[config.mk]
export PLATFORM = sky130hd
export DESIGN_NAME = pmc_ctrl
export DESIGN_NICKNAME = d
export VERILOG_FILES = /design/src/design/pmc_pkg.sv /design/src/design/pmc_ctrl.sv
export SDC_FILE = /design/constraint.sdc
export NUM_CORES = 1
export LEC_CHECK = 0
export ABC_AREA = 1
export ABC_CLOCK_PERIOD_IN_PS = 1940
export BUFFER_PORTS_ARGS = -buffer_cell sky130_fd_sc_hd__buf_4
export CELL_PAD_IN_SITES_DETAIL_PLACEMENT = 0
export CELL_PAD_IN_SITES_GLOBAL_PLACEMENT = 2
export CORE_AREA = 2 2 39 41
export CTS_BUF_LIST = sky130_fd_sc_hd__clkbuf_8 sky130_fd_sc_hd__clkbuf_16
export DETAILED_ROUTE_END_ITERATION = 8
export DIE_AREA = 0 0 41 43
export MAX_ROUTING_LAYER = met4
export PLACE_DENSITY_LB_ADDON = 0.1
export SYNTH_ARGS = -nofsm -noshare
export SYNTH_HDL_FRONTEND = slang
export SYNTH_SLANG_ARGS = --single-unit
export TNS_END_PERCENT = 10
[constraint.sdc]
create_clock -name clk -period 1.94 [get_ports clk]
set_clock_uncertainty 0.15 [all_clocks]
set_input_delay 0.291 -clock clk [delete_from_list [all_inputs] [get_ports clk]]
set_output_delay 0.291 -clock clk [all_outputs]
set_load 0.01 [all_outputs]
[src/design/pmc_pkg.sv]
package pmc_pkg;

	// field widths
	localparam int ACC_W      = 16;
	localparam int RAW_W      = 16;
	localparam int GYR_W      = 17;
	localparam int THR_W      = 16;
	localparam int CNT_W      = 7;
	localparam int POS_W      = 6;
	localparam int ENTRY_W    = 3 * ACC_W + 3 * GYR_W;
	localparam int CFG_IDX_W  = 3;
	localparam int CFG_DATA_W = 16;

	// saturation value of the post-trigger counter
	localparam logic [CNT_W-1:0] CNT_MAX = {CNT_W{1'b1}};

	// configuration register indexes
	localparam logic [CFG_IDX_W-1:0] CFG_GYRO_OFFSET_X        = 3'd0;
	localparam logic [CFG_IDX_W-1:0] CFG_GYRO_OFFSET_Y        = 3'd1;
	localparam logic [CFG_IDX_W-1:0] CFG_GYRO_OFFSET_Z        = 3'd2;
	localparam logic [CFG_IDX_W-1:0] CFG_ARM_THRESHOLD        = 3'd3;
	localparam logic [CFG_IDX_W-1:0] CFG_POST_TRIGGER_SAMPLES = 3'd4;

	// configuration reset values
	localparam logic [RAW_W-1:0] GYRO_OFFSET_X_RST        = 16'd478;
	localparam logic [RAW_W-1:0] GYRO_OFFSET_Y_RST        = 16'd100;
	localparam logic [RAW_W-1:0] GYRO_OFFSET_Z_RST        = 16'd20;
	localparam logic [THR_W-1:0] ARM_THRESHOLD_RST        = 16'd8000;
	localparam logic [CNT_W-1:0] POST_TRIGGER_SAMPLES_RST = 7'd45;

	// controller to datapath commands
	typedef struct packed {
		logic sample_we;
		logic rd_en;
		logic load_out;
	} pmc_cmd_t;

	// datapath to controller status
	typedef struct packed {
		logic emit;
		logic last_out;
	} pmc_sts_t;

endpackage

[src/design/pmc_ctrl.sv]
module pmc_ctrl (
	input  logic              clk,
	input  logic              arst_n,
	input  logic              in_valid,
	input  logic              out_ready,
	input  pmc_pkg::pmc_sts_t sts,
	output logic              in_ready,
	output logic              out_valid,
	output pmc_pkg::pmc_cmd_t cmd
);

	typedef enum logic [3:0] {
		ST_IDLE = 4'b0001,
		ST_READ = 4'b0010,
		ST_LOAD = 4'b0100,
		ST_OUT  = 4'b1000
	} pmc_state_t;

	pmc_state_t state_q;
	pmc_state_t state_d;
	logic       in_xfer;

	assign in_ready  = (state_q == ST_IDLE);
	assign out_valid = (state_q == ST_OUT);
	assign in_xfer   = in_valid && in_ready;

	// commands
	always_comb begin
		cmd           = '0;
		cmd.sample_we = in_xfer;
		cmd.rd_en     = (state_q == ST_READ);
		cmd.load_out  = (state_q == ST_LOAD);
	end

	// next state
	always_comb begin
		state_d = state_q;
		case (state_q)
			ST_IDLE: begin
				if (in_xfer && sts.emit) begin
					state_d = ST_READ;
				end
			end
			ST_READ: begin
				state_d = ST_LOAD;
			end
			ST_LOAD: begin
				state_d = ST_OUT;
			end
			ST_OUT: begin
				if (out_ready) begin
					state_d = sts.last_out ? ST_IDLE : ST_READ;
				end
			end
			default: begin
				state_d = ST_IDLE;
			end
		endcase
	end

	// state register
	always_ff @(posedge clk or negedge arst_n) begin
		if (!arst_n) begin
			state_q <= ST_IDLE;
		end else begin
			state_q <= state_d;
		end
	end

endmodule

==> Word level (Yosys, flattened, before mapping) <==
Index checks and enable logic that the tools add are counted.
{ "classes": {"reduce_logical": 3, "mux": 4, "n_eq_ne": 6} }
{ "ops": {"columns": ["op", "n"], "rows": [
  ["case mux 4 bit (4 select lines)", 1],
  ["two-way mux 4 bit", 2],
  ["== test 4 x 1 -> 1 bit, second input constant", 1],
  ["== test 4 x 2 -> 1 bit, second input constant", 1],
  ["== test 4 x 3 -> 1 bit, second input constant", 1],
  ["== test 4 bit, second input constant", 1],
  ["logical AND 1 bit", 2],
  ["two-way mux 2 bit", 1],
  ["!= test 2 x 1 -> 1 bit, second input constant", 1],
  ["!= test 2 bit, second input constant", 1],
  ["AND reduction 2 bit", 1]
]} }
{ "word_totals": {"input_bits": 6, "word_cells": 14, "reg_bits": 4, "out_inout_bits": 5} }

==> Longest topological paths before layout <==
{ "logic_depth": {"ltp_word": 5, "mapped_depth": 7, "mapped_depth_nobuf": 7} }

==> Worst setup path after synthesis <==
Ideal clock, no wire load.
{ "synth_path": {"kind": "register to output", "from": "register state_q[0]", "to": "output port cmd[2] (netlist bit)", "arrival_time_ns": 0.963, "required_time_ns": 1.499, "path_stages_with_launch": 6, "setup_slack_ns": 0.536, "path_buffers": 1, "cell_sequence": "dfstp_2 > inv_1 > nor2_1 > nand2_2 > nor2_1 > buf_4"} }
{ "synth_between": {"elab_chain_cells": 2} }
{ "synth_lines": {"columns": ["item", "line", "text"], "rows": [
  ["from (decl)", "pmc_ctrl.sv:19", "pmc_state_t state_q;"],
  ["from (signal assigned)", "pmc_ctrl.sv:66", "state_q <= state_d;"],
  ["== test 4 x 1 -> 1 bit", "pmc_ctrl.sv:23", "assign in_ready = (state_q == ST_IDLE);"],
  ["logical AND 1 bit", "pmc_ctrl.sv:25", "assign in_xfer = in_valid && in_ready;"],
  ["to (decl)", "pmc_ctrl.sv:9", "output pmc_pkg::pmc_cmd_t cmd"]
]} }
No other way between the ends.

==> metrics.md <==
| Metric | Value |
|---|---|
| Die outline width | `around 40 um` |
| Cts bufs inserted | `3` |
| Part of the Yosys area used for sequential elements | `0.399` |
| Worst Setup Start Kind | `register` |
| Post-Synthesis Net Count | `45` |
| Starting density of the core | `0.184` |
| Cts repair resizes | `0` |
| Most numerous cell on the critical path | `sky130_fd_sc_hd__nor2_1` |
| Core occupancy in the finished layout | `0.287` |
| Pins over their slew limit | `0` |
| Data arrival time of the critical path | `1.26 ns` |
| Full die area | `0.00176 mm2` |
| TritonRoute pass-1 iters | `4` |
| Data required time of the worst path | `about 1.5 ns` |
| Largest register by flop count | `state_q` |
| Warnings from Yosys | `0` |
| Number of antenna violations at the first check in global routing | `0` |
| Post-DP HPWL | `471 um` |
| Max Fanout on Critical Path | `4` |
| Measured slew at the worst slew-check pin | `roughly 0.23 ns` |
| First-pass GRT wire length | `979 um` |
| Sequence of cells on the critical path | `inv_1 -> nor2_1 -> nand2_2 -> nor2_1 -> buf_4` |
| Global placement routability congestion | `0.699` |
| Mean post-synth cell area | `roughly 6.5 um2` |
| Standard cell area after detailed placement | `342 um2` |
| Minimum clock period after layout | `1.70 ns` |
| Final instance area | `397 um2` |
| Register-to-Register Setup Slack | `roughly 0.61 ns` |
| Flip-flop count of the largest register, all copies and words added | `4` |
| Count of final hold-check violations | `0` |
| Startpoint of the worst hold path | `sts[0]` |
| RSZ-0062 raised after global routing | `false` |
| Non-filler instance count after layout | `between 60 and 70` |
| Hold path endpoint | `state_q[1]` |
| Worst path slowest cell | `sky130_fd_sc_hd__dfstp_2` |
| Clock edge transition at the registers on the reported setup and hold paths | `0.03 ns` |
| R2R Path End | `state_q[0]` |
| Post-route setup slack | `0.244 ns` |
| Peak VDD IR | `470 uV` |
| Die height | `between 40 and 50 um` |
| Class of the tightest hold or removal check | `input port to register` |
| Remaining design rule violation count | `0` |
| Cell count of the worst reg-to-reg path | `6` |
| Vias in the first global route | `267` |
| Final WL | `between 600 and 700 um` |
| Maximum clock frequency | `590 MHz` |
| TritonCTS clock tree | `done` |
| Gate count of the mapped netlist | `39` |
| Overflow left after global routing | `0` |
| Regs by FF count | `state_q x4` |
| Post-detailed-route count of antenna-violating nets | `0` |
| Cell Area, Synth | `approximately 250 um2` |
| Global router's overall resource usage | `0.0969` |
| Leading cell type in the layout, fill and taps excluded | `sky130_fd_sc_hd__inv_1` |
| Critical path buffers and inverters | `2` |
| Post-route setup TNS | `0 ns` |
| Row count | `14` |
| Kind of end point of the critical path | `output port` |
| CTS H-tree depth | `1` |
| Average wire length per cell after detail routing | `8.77 um` |
| Root buf cell | `sky130_fd_sc_hd__clkbuf_8` |
| Flops & latches, synth | `4` |
| Skew-Pair Late Insertion Delay | `0.22 ns` |
| Buffer levels on the longest clock path | `2` |
| Reg-to-reg startpoint | `state_q[0]` |
| Crit path max-delay family | `flip-flops` |
| Sink Count | `4` |
| Worst relative slew slack | `0.849` |
| Routed vias/inst | `between 3 and 4` |
| Number of top-level pins | `11` |
| Classification of the worst setup path | `register to output port` |
| Leading cell types in the layout, fill and taps excluded | `12 x sky130_fd_sc_hd__inv_1, 10 x sky130_fd_sc_hd__buf_4, 7 x sky130_fd_sc_hd__nor2_1, 6 x sky130_fd_sc_hd__nand2_1, 5 x sky130_fd_sc_hd__nand3_1` |
| Worst path max stage delay | `~0.54 ns` |
| Placement Setup Slack | `0.452 ns` |
| Count of unique library cells instantiated by Yosys | `11` |
| Starting DRC count in detailed routing | `6` |
| Area Overhead vs Synth | `56.2%` |
| Share of layout cells above drive strength 1 | `0.321` |
| Max Cap Violations | `0` |
| Core Box Area | `0.00138 mm2` |
| Antenna diode instance count | `0` |
| Count of nets after finishing | `60` |
| Port buffer count | `10` |
| Cell depth of the worst min-delay path | `3` |
| Maximum number of pins on one net before global-route repair | `5` |
| P_leak | `0.000268 uW` |
| Pwr dens | `1440 mW/mm2` |
| Number of endpoints failing setup at the final stage | `0` |
| Count of placed standard cells including taps | `64` |
| DR vias | `roughly 270` |
| Run status | `finished clean` |
| Crit share post-route | `0.874` |
[through the flow]
stage	total power, uW	hold WS [ns]
floorplan	307	-0.155
global placement	392	-0.0637
detailed placement	393	-0.0617
CTS	585	0.235
global route	625	0.255
finish	571	0.239
[per-layer routing]
metal	global-route usage	vias to the layer above	wire, um
met2	0.119	10	271
met5	-	-	0
met1	0.0939	115	271
li1	-	142	-
met3	0.0628	2	41
met4	0.100	0	19
[cells in the mapped netlist]
cell type,number,area (um2)
sky130_fd_sc_hd__and3_1,1,6.26
sky130_fd_sc_hd__buf_4,1,7.51
sky130_fd_sc_hd__dfrtp_1,3,75.1
sky130_fd_sc_hd__dfstp_2,1,26.3
sky130_fd_sc_hd__inv_1,11,41.3
sky130_fd_sc_hd__nand2_1,6,22.5
sky130_fd_sc_hd__nand2_2,1,6.26
sky130_fd_sc_hd__nand3_1,5,25.0
sky130_fd_sc_hd__nor2_1,7,26.3
sky130_fd_sc_hd__nor2_2,2,12.5
sky130_fd_sc_hd__o21ai_1,1,5.00
[logic make-up (layout without fill, tap and decap cells)]
group / after synthesis / after routing / share of synthesized area
buffers and inverters: 12 / 26 / 0.192
AO/OA/AOI/OAI: 1 / 1 / 0.0197
flip-flops: 4 / 4 / 0.399
AND/OR/NAND/NOR: 22 / 22 / 0.389
[tightest hold or removal path, stage by stage]
cell,delay (ns)
sky130_fd_sc_hd__buf_4,0.08
sky130_fd_sc_hd__o21ai_1,0.06
sky130_fd_sc_hd__and3_1,0.13
[timing repair]
action | in CTS | in global routing
hold buffers | 1 | 0
buffers inserted | 0 | 0
endpoints found under the hold margin | 4 | 0
[area by class of cell]
cell class	instances	area, um2
clock inverter	1	3.75
tap	16	20.0
inverter	11	41.3
fill	167	987
clock buffer	3	41.3
sequential	4	101
timing repair buffer	11	85.1
multi-input combinational	23	104
[worst max-delay path by stage]
stage          slack, ns  endpoint  startpoint  cells after the start
3_3_place_gp        0.48    cmd[2]  state_q[0]                      5
4_1_cts             0.22    cmd[2]  state_q[0]                      5
3_5_place_dp        0.45    cmd[2]  state_q[0]                      5
2_1_floorplan       0.54    cmd[2]  state_q[0]                      5
5_1_grt             0.16    cmd[2]  state_q[0]                      5
6_report            0.24    cmd[2]  state_q[0]                      5
[power by group]
part           internal [uW]  leakage [uW]  switching, uW
Combinational            106      0.000190            139
Clock                    135     0.0000269           47.6
Sequential               120     0.0000508           23.3
No activity file was read; power rests on OpenSTA's default activity.
